<file path="src/hw/rtl/smstep_pkg.sv">
package smstep_pkg;

    // Default stack storage depth in words.
    localparam int SM_STACK_DEPTH = 1024;

    // Machine status codes.
    localparam logic [2:0] STS_OK        = 3'd0;
    localparam logic [2:0] STS_HALT      = 3'd1;
    localparam logic [2:0] STS_ILL_INSTR = 3'd2;
    localparam logic [2:0] STS_ILL_OPND  = 3'd3;
    localparam logic [2:0] STS_BAD_ADDR  = 3'd4;
    localparam logic [2:0] STS_DIV_ZERO  = 3'd5;
    localparam logic [2:0] STS_IO        = 3'd6;
    localparam logic [2:0] STS_STACK     = 3'd7;

    // Opcodes.
    localparam logic [4:0] OP_NOP   = 5'd0;
    localparam logic [4:0] OP_HALT  = 5'd1;
    localparam logic [4:0] OP_ADD   = 5'd2;
    localparam logic [4:0] OP_SUB   = 5'd3;
    localparam logic [4:0] OP_MUL   = 5'd4;
    localparam logic [4:0] OP_DIV   = 5'd5;
    localparam logic [4:0] OP_INC   = 5'd6;
    localparam logic [4:0] OP_DEC   = 5'd7;
    localparam logic [4:0] OP_LOOP  = 5'd8;
    localparam logic [4:0] OP_MOVR  = 5'd9;
    localparam logic [4:0] OP_LOAD  = 5'd10;
    localparam logic [4:0] OP_STORE = 5'd11;
    localparam logic [4:0] OP_IN    = 5'd12;
    localparam logic [4:0] OP_GET   = 5'd13;
    localparam logic [4:0] OP_OUT   = 5'd14;
    localparam logic [4:0] OP_PUT   = 5'd15;
    localparam logic [4:0] OP_SWAP  = 5'd16;
    localparam logic [4:0] OP_PUSH  = 5'd17;
    localparam logic [4:0] OP_POP   = 5'd18;
    localparam logic [31:0] OP_LAST = 32'd18;

    // Console input kinds.
    localparam logic [1:0] KIND_VALUE = 2'd0;
    localparam logic [1:0] KIND_EOF   = 2'd1;

    // Largest code accepted by PUT.
    localparam logic [31:0] CHAR_MAX = 32'd255;

    // Configuration register indexes.
    localparam logic CFG_CODE_LIMIT = 1'b0;
    localparam logic CFG_STACK_CAP  = 1'b1;

    // Operations of the shared arithmetic unit.
    typedef enum logic [1:0] {
        ALU_ADD,
        ALU_SUB,
        ALU_MUL,
        ALU_DIV
    } smstep_alu_op_t;

    // Request from the sequencer to the arithmetic unit.
    typedef struct packed {
        logic           start;
        smstep_alu_op_t op;
    } smstep_alu_req_t;

    // Sequencer states.
    typedef enum logic [2:0] {
        SQ_IDLE,
        SQ_EXEC,
        SQ_ALU,
        SQ_MEM,
        SQ_DONE
    } smstep_state_t;

    // Number of argument words that follow each opcode.
    function automatic logic [1:0] arg_count(input logic [4:0] op);
        logic [1:0] n;
        case (op)
            OP_NOP, OP_HALT: n = 2'd0;
            OP_MOVR, OP_LOAD, OP_STORE, OP_SWAP: n = 2'd2;
            default: n = 2'd1;
        endcase
        return n;
    endfunction

endpackage

</file>
<file path="src/hw/rtl/smstep_alu.sv">
module smstep_alu (
    input  logic                       aclk,
    input  logic                       aresetn,
    input  smstep_pkg::smstep_alu_req_t req,
    input  logic [31:0]                opa,
    input  logic [31:0]                opb,
    output logic                       done,
    output logic [31:0]                result
);
    import smstep_pkg::*;

    logic        busy_reg, busy_next;
    logic        done_reg, done_next;
    logic [4:0]  cnt_reg, cnt_next;
    logic [31:0] rem_reg, rem_next;
    logic [31:0] quo_reg, quo_next;
    logic [31:0] mb_reg, mb_next;
    logic        neg_reg, neg_next;
    logic [31:0] res_reg, res_next;
    logic [32:0] trial;
    logic [31:0] quo_step;
    logic [31:0] ma;
    logic [31:0] mbv;
    logic [63:0] prod;

    assign done   = done_reg;
    assign result = res_reg;

    always_ff @(posedge aclk) begin
        if (!aresetn) begin
            busy_reg <= 1'b0;
            done_reg <= 1'b0;
            cnt_reg  <= '0;
        end else begin
            busy_reg <= busy_next;
            done_reg <= done_next;
            cnt_reg  <= cnt_next;
        end
        rem_reg <= rem_next;
        quo_reg <= quo_next;
        mb_reg  <= mb_next;
        neg_reg <= neg_next;
        res_reg <= res_next;
    end

    // One restoring division step per cycle, or a registered add, subtract or multiply.
    always_comb begin
        busy_next = busy_reg;
        done_next = 1'b0;
        cnt_next  = cnt_reg;
        rem_next  = rem_reg;
        quo_next  = quo_reg;
        mb_next   = mb_reg;
        neg_next  = neg_reg;
        res_next  = res_reg;
        ma   = opa[31] ? (32'd0 - opa) : opa;
        mbv  = opb[31] ? (32'd0 - opb) : opb;
        prod = opa * opb;
        trial = {rem_reg, quo_reg[31]} - {1'b0, mb_reg};
        quo_step = {quo_reg[30:0], ~trial[32]};

        if (busy_reg) begin
            quo_next = quo_step;
            rem_next = trial[32] ? {rem_reg[30:0], quo_reg[31]} : trial[31:0];
            cnt_next = cnt_reg + 5'd1;
            if (cnt_reg == 5'd31) begin
                busy_next = 1'b0;
                done_next = 1'b1;
                res_next  = neg_reg ? (32'd0 - quo_step) : quo_step;
            end
        end else if (req.start) begin
            case (req.op)
                ALU_ADD: begin
                    res_next  = opa + opb;
                    done_next = 1'b1;
                end
                ALU_SUB: begin
                    res_next  = opa - opb;
                    done_next = 1'b1;
                end
                ALU_MUL: begin
                    res_next  = prod[31:0];
                    done_next = 1'b1;
                end
                default: begin
                    busy_next = 1'b1;
                    cnt_next  = '0;
                    rem_next  = '0;
                    quo_next  = ma;
                    mb_next   = mbv;
                    neg_next  = opa[31] ^ opb[31];
                end
            endcase
        end
    end

endmodule

</file>
<file path="config.mk">
export PLATFORM = sky130hd
export DESIGN_NAME = smstep_alu
export DESIGN_NICKNAME = d
export VERILOG_FILES = /design/src/hw/rtl/smstep_pkg.sv /design/src/hw/rtl/smstep_alu.sv
export SDC_FILE = /design/constraint.sdc
export NUM_CORES = 2
export LEC_CHECK = 0
export BUFFER_PORTS_ARGS = -buffer_cell sky130_fd_sc_hd__buf_2
export CAP_MARGIN = 0
export CORE_MARGIN = 5
export CORE_UTILIZATION = 40
export DETAILED_ROUTE_END_ITERATION = 7
export GPL_ROUTABILITY_DRIVEN = 0
export HOLD_SLACK_MARGIN = 0.15
export SLEW_MARGIN = 5
export SYNTH_ARGS = -nofsm -noshare
export SYNTH_HDL_FRONTEND = slang
export SYNTH_SLANG_ARGS = --single-unit
</file>
<file path="constraint.sdc">
create_clock -name aclk -period 9.95 [get_ports aclk]
set_input_delay 0.4975 -clock aclk [delete_from_list [all_inputs] [get_ports aclk]]
set_output_delay 0.4975 -clock aclk [all_outputs]
set_load 0.01 [all_outputs]
</file>
* Word level (Yosys, flattened, before mapping)
Index checks and enable logic that the tools add are counted.
** Storage, ports and cells
- Register bits :: 136
- Output and inout bits :: 33
- Word-level logic and storage cells :: 58
** Operators by class
- Equal/unequal tests :: 5
- Bitwise gates (word level) :: 4
- $mul :: 1
- $add $sub $neg :: 7
- Reduce and logical (&&, ||, !) cells :: 7
- Muxes and demuxes :: 25
** Operators with widths (count)
- 32-bit two-way mux :: 12
- 32-bit one-hot mux with 3 select lines :: 1
- 1-bit by 32-bit subtractor with 32-bit output (first input constant) :: 3
- 33-bit by 32-bit subtractor with 33-bit output :: 1
- 32-bit adder :: 1
- 32-bit by 32-bit multiplier with 32-bit output :: 1
- 32-bit subtractor :: 1
- 31-bit two-way mux :: 1
- 5-bit two-way mux :: 3
- 1-bit two-way mux :: 8
- 3-bit AND reduction :: 2
- 5-bit by 1-bit adder with 5-bit output (second input constant) :: 1
- 5-bit == test (second input constant) :: 1
- 2-bit by 1-bit inequality test with 1-bit output (second input constant) :: 2
- 4-bit nonzero test :: 1
- 1-bit NOT :: 3
- 3-bit OR reduction :: 1
- 2-bit by 1-bit == test with 1-bit output (second input constant) :: 1
- 2-bit == test (second input constant) :: 1
- 2-bit logical NOT :: 1
- 2-bit AND reduction :: 1
- 2-bit nonzero test :: 1
- 1-bit XOR :: 1

* Logic depth before layout (Yosys ltp)
- Word-level depth :: 6
- Mapped depth :: 27
- Mapped depth without buffers :: 25

* Worst setup path after synthesis
OpenSTA, ideal clock, no wires.
- Path type :: input-to-reg
- From :: in opb[9]
- To :: reg res_reg[31] (netlist: result[31]) (data pin)
- Data required time :: 9686 ps
- Stages on the path :: 26
- Path buffers :: 2
- Data arrival time :: 7117 ps
- Slack :: 2569 ps
- Cells stage by stage :: clkbuf_1 > clkbuf_1 > nand2_1 > fa_1 > inv_1 > fa_1 > fa_1 > inv_1 > fa_1 > inv_1 > fa_1 > inv_1 > fa_1 > inv_1 > fa_1 > fa_1 > ha_1 > a21o_1 > a21oi_1 > o21ai_0 > or2_2 > o21ai_0 > a31oi_1 > xnor2_1 > nor2_1 > o41a_1
** Between the ends
- Cells in the longest elaborated chain, start to end :: 4
** Ends and longest elaborated chain
- start: declaration :: RTL line smstep_alu.sv:6 : input logic [31:0] opb,
- 32-bit by 32-bit multiplier with 32-bit output (tied with other cells) :: RTL line smstep_alu.sv:58 : prod = opa * opb;
- 32-bit one-hot mux with 3 select lines * :: RTL line smstep_alu.sv:72 : case (req.op)
- 32-bit two-way mux * :: RTL line smstep_alu.sv:71 : end else if (req.start) begin
- 32-bit two-way mux * :: RTL line smstep_alu.sv:62 : if (busy_reg) begin
- net res_next[31] :: RTL line smstep_alu.sv:19 : logic [31:0] res_reg, res_next;
- end signal: assignment :: RTL line smstep_alu.sv:43 : res_reg <= res_next;
- end: declaration :: RTL line smstep_alu.sv:19
The timed path passes the listed nets; every way through them passes the cells marked *. The select of a mux whose other input is x is not followed.
A chain may end at the register's enable or synchronous reset.

* Worst setup path in the final report
- From :: in opb[6]
- To :: reg res_reg[31] (netlist: result[31]) (data pin)
The elaborated chain is that of the path after synthesis.

==> key figures <==
Yosys
  • Most numerous cell in the Yosys netlist: inv_1
  • Synth Area in XOR/XNOR: 0.0779
  • Compound-gate portion of the synthesized area: 0.104
  • Avg Inst Size Synth: 8.99 um^2
  • Area leader, netlist: fa_1
  • Ranking of synthesized cells by area: fa_1 30%, edfxtp_1 14%, ha_1 8.9%
  • Seq/Total Area, Yosys: 0.148
  • Synthesized flop and latch total: 136
  • Synth warnings: 0
  • Main combinational cell family by area after synthesis: adder cells
  • Post-Synthesis Cells: ~3000
  • Distinct cell type count after synthesis: 74
  • Asr flop ratio synth: 0
  • Syn nets: roughly 3700
  • Post-synthesis adder-cell area fraction: 0.392
  • Post-synthesis mux area share: 0.00888
  • Commonest cells in the netlist: 427 x inv_1, 410 x fa_1, 353 x nand2_1
  • EDFF count, synth: approximately 130
  • Synth top area share: 0.303
  • Post-synth top flop: edfxtp_1
  • Simple-gate area share of the yosys netlist: 0.185
  • Mapped Area: 0.0271 mm^2

Finish
  • Fillers: approximately 6600
  • Share of layout cells above drive strength 1: 0.0611
  • Fin util: 0.429
  • Area grow syn2layout: 6.48%
  • Final #Nets: 3652
  • Area of the multi-input gates: 0.0208 mm^2
  • Reg area: 0.00402 mm^2
  • Final Instance Area: a little under 0.03 mm^2

Global route
  • Initial antenna violation count: 7
  • Vias in the first global route: 21998
  • First-pass GRT wire length: 129000 um
  • GR Overflow Total: 0
  • Largest net degree at the start of global routing: 76
  • GRT Total Usage: 0.226

Min path
  • WHS Endpoint: done
  • Hold Crit Class: in -> reg
  • HP Start: aresetn
  • Hold Crit Depth: 2

Die
  • Initial cell density of the core: 0.403
  • Die ar.: around 0.073 mm^2
  • Core Area: ~0.067 mm^2
  • Core Rows: 95
  • Die X: ~270 um
  • Vert. Die Dim: 270 um
  • Ports: just over 100

Critical path
  • Worst Path Arrival: 7.84 ns
  • Slowest cell on the critical path: buf_2
  • Worst path bufs/invs: 5
  • Critical Path RT: 10.13 ns
  • CP max stage delay: 0.59 ns
  • R2r worst-path depth: 17
  • CP delay by family, top: adder cells
  • R2R Setup Slk: 3.93 ns
  • Worst-path cell chain: buf_2, and2_1, fa_1, fa_1, fa_1, inv_1, fa_1, inv_1, fa_1, inv_1, fa_1, inv_1, fa_1, fa_1, ha_1, a21o_1, a21oi_1, o21ai_0, or2_2, o21ai_0, a31oi_1, xnor2_1, nor2_1, o41a_1
  • Worst setup EP type: register
  • Worst-path fanout max: 33
  • Reg-to-reg critical path startpoint: rem_reg[5]
  • Crit Path Class: in -> reg
  • Crit-path most repeated cell: fa_1
  • Startpoint Class: input pin
  • Levels on crit path: 24
  • Reg2reg end: result[30]

Drt
  • DR WL/cell: between 20 and 25 um
  • Routed wl met2: 38300 um
  • Initial DRC count: roughly 1900
  • Highest Signal Layer: met5
  • Wire length on met3: 6410 um
  • Routed WL: 82200 um
  • Routed vias/inst: between 5 and 6
  • DRT antenna net count: 0
  • Vias: 21328
  • DRT met1 WL: 34900 um
  • Drt first pass iters: 6
  • Drt drc: 0

Clock tree
  • Worst skew pair latency: 0.44 ns
  • Clk root buf: clkbuf_16
  • H-tree depth: 4
  • Longest Clk Path Bufs: 2
  • Clk sinks: 136
  • Post-CTS sizing: 0
  • CTS tree: yes
  • CTS buffer count: 17
  • Total setup buffers inserted after CTS: 0
  • Reg clk slew, reported paths: 0.06 ns
  • Hold-fix buffers, CTS: 0

Placement
  • Placed Area: 0.0282 mm^2
  • Port bufs: between 100 and 150
  • Post-DP HPWL: 61900 um

Outcome
  • Status: completed

STA
  • Rel. slew slack: 0.194
  • Min Hold Slack: 0.344 ns
  • Fin. Hold Viols: 0
  • Setup violations, final: 0
  • RSZ-0062 raised after global routing: false
  • Setup TNS: 0 ns
  • Period minus WS final: 7.65 ns
  • Worst-Margin Slew: 1.20 ns
  • Pins Over Slew Limit: 0
  • Crit share post-route: 0.769
  • Fmax: 0.131 GHz
  • Clock Skew: 0.00985 ns

Run
  • Max Cap Viol: 0
==> area by class of cell <==
type	instances	area share
multi-input combinational	2275	0.722
sequential	136	0.139
inverter	429	0.0559
tap	873	0.0379
timing repair buffer	122	0.0230
clock buffer	18	0.0149
clock inverter	14	0.00677
antenna	5	0.000434
==> metal layers <==
metal / track usage / vias to the layer above
li1: - / 9650
met5: 0 / -
met1: 0.305 / 10676
met3: 0.0434 / 142
met2: 0.373 / 852
met4: 0.0657 / 8
==> stage by stage <==
step / setup slack [ns] / instances
3_5_place_dp: 1.89 / 3835
3_3_place_gp: 1.94 / 3835
6_report: 2.30 / 3872
5_1_grt: 1.99 / 3867
4_1_cts: 2.36 / 3867
2_1_floorplan: 2.57 / 3011
==> worst reg2reg max path: cells and delay by family, from the launching register on <==
family          cells  cell delay (ns)
buf+inv             1             0.47
simple gates        7             2.56
fa+ha+maj           2             0.69
flops               1             0.41
xor+xnor            1             0.20
compound gates      6             1.49
==> cell usage in the layout (no fill, tap or decap), types with 6 or more instances in the layout <==
| master | instances |
|---|---|
| o21bai_1 | 9 |
| nand3b_1 | 6 |
| inv_1 | 426 |
| dfxtp_1 | 6 |
| or3_1 | 21 |
| nand2b_1 | 19 |
| edfxtp_1 | 129 |
| a21oi_1 | 93 |
| a211oi_1 | 35 |
| nor4_1 | 11 |
| and3_1 | 8 |
| nor2_1 | 107 |
| nand4_1 | 13 |
| mux2i_1 | 24 |
| o21a_1 | 18 |
| buf_2 | 101 |
| nor2b_1 | 11 |
| and4_1 | 7 |
| o31ai_1 | 37 |
| o211ai_1 | 10 |
| clkbuf_16 | 17 |
| and2_1 | 318 |
| o21ai_0 | 122 |
| o31a_1 | 6 |
| xnor2_1 | 121 |
| a31oi_1 | 9 |
| nand2_1 | 353 |
| o41ai_1 | 12 |
| nand3_1 | 22 |
| or4_1 | 19 |
| nor3_1 | 32 |
| xor2_1 | 117 |
| or2_2 | 11 |
| ha_1 | 192 |
| fa_1 | 410 |
| buf_4 | 21 |
| a21o_1 | 28 |
==> kinds of logic after synthesis <==
| family | count (synthesis) |
|---|---|
| and+or+nand+nor | 977 |
| muxes | 24 |
| xor gates and xnor gates | 239 |
| adders and majority gates | 602 |
| AOI/OAI and AO/OA | 433 |
| buffers and inverters | 600 |
| DFF | 136 |
==> how the worst max path moves through the flow <==
stage	start	slack [ns]	to
final	opb[6]	2.30	result[31]
after global routing	opb[6]	1.99	result[31]
after CTS	opb[6]	2.36	result[31]
after detailed placement	opb[6]	1.89	result[31]
after global placement	opa[7]	1.94	result[31]
after floorplan	opb[9]	2.57	result[31]
Power is not shown: default switching activity piles up to over one toggle a cycle in this logic, so the estimate is an artifact.
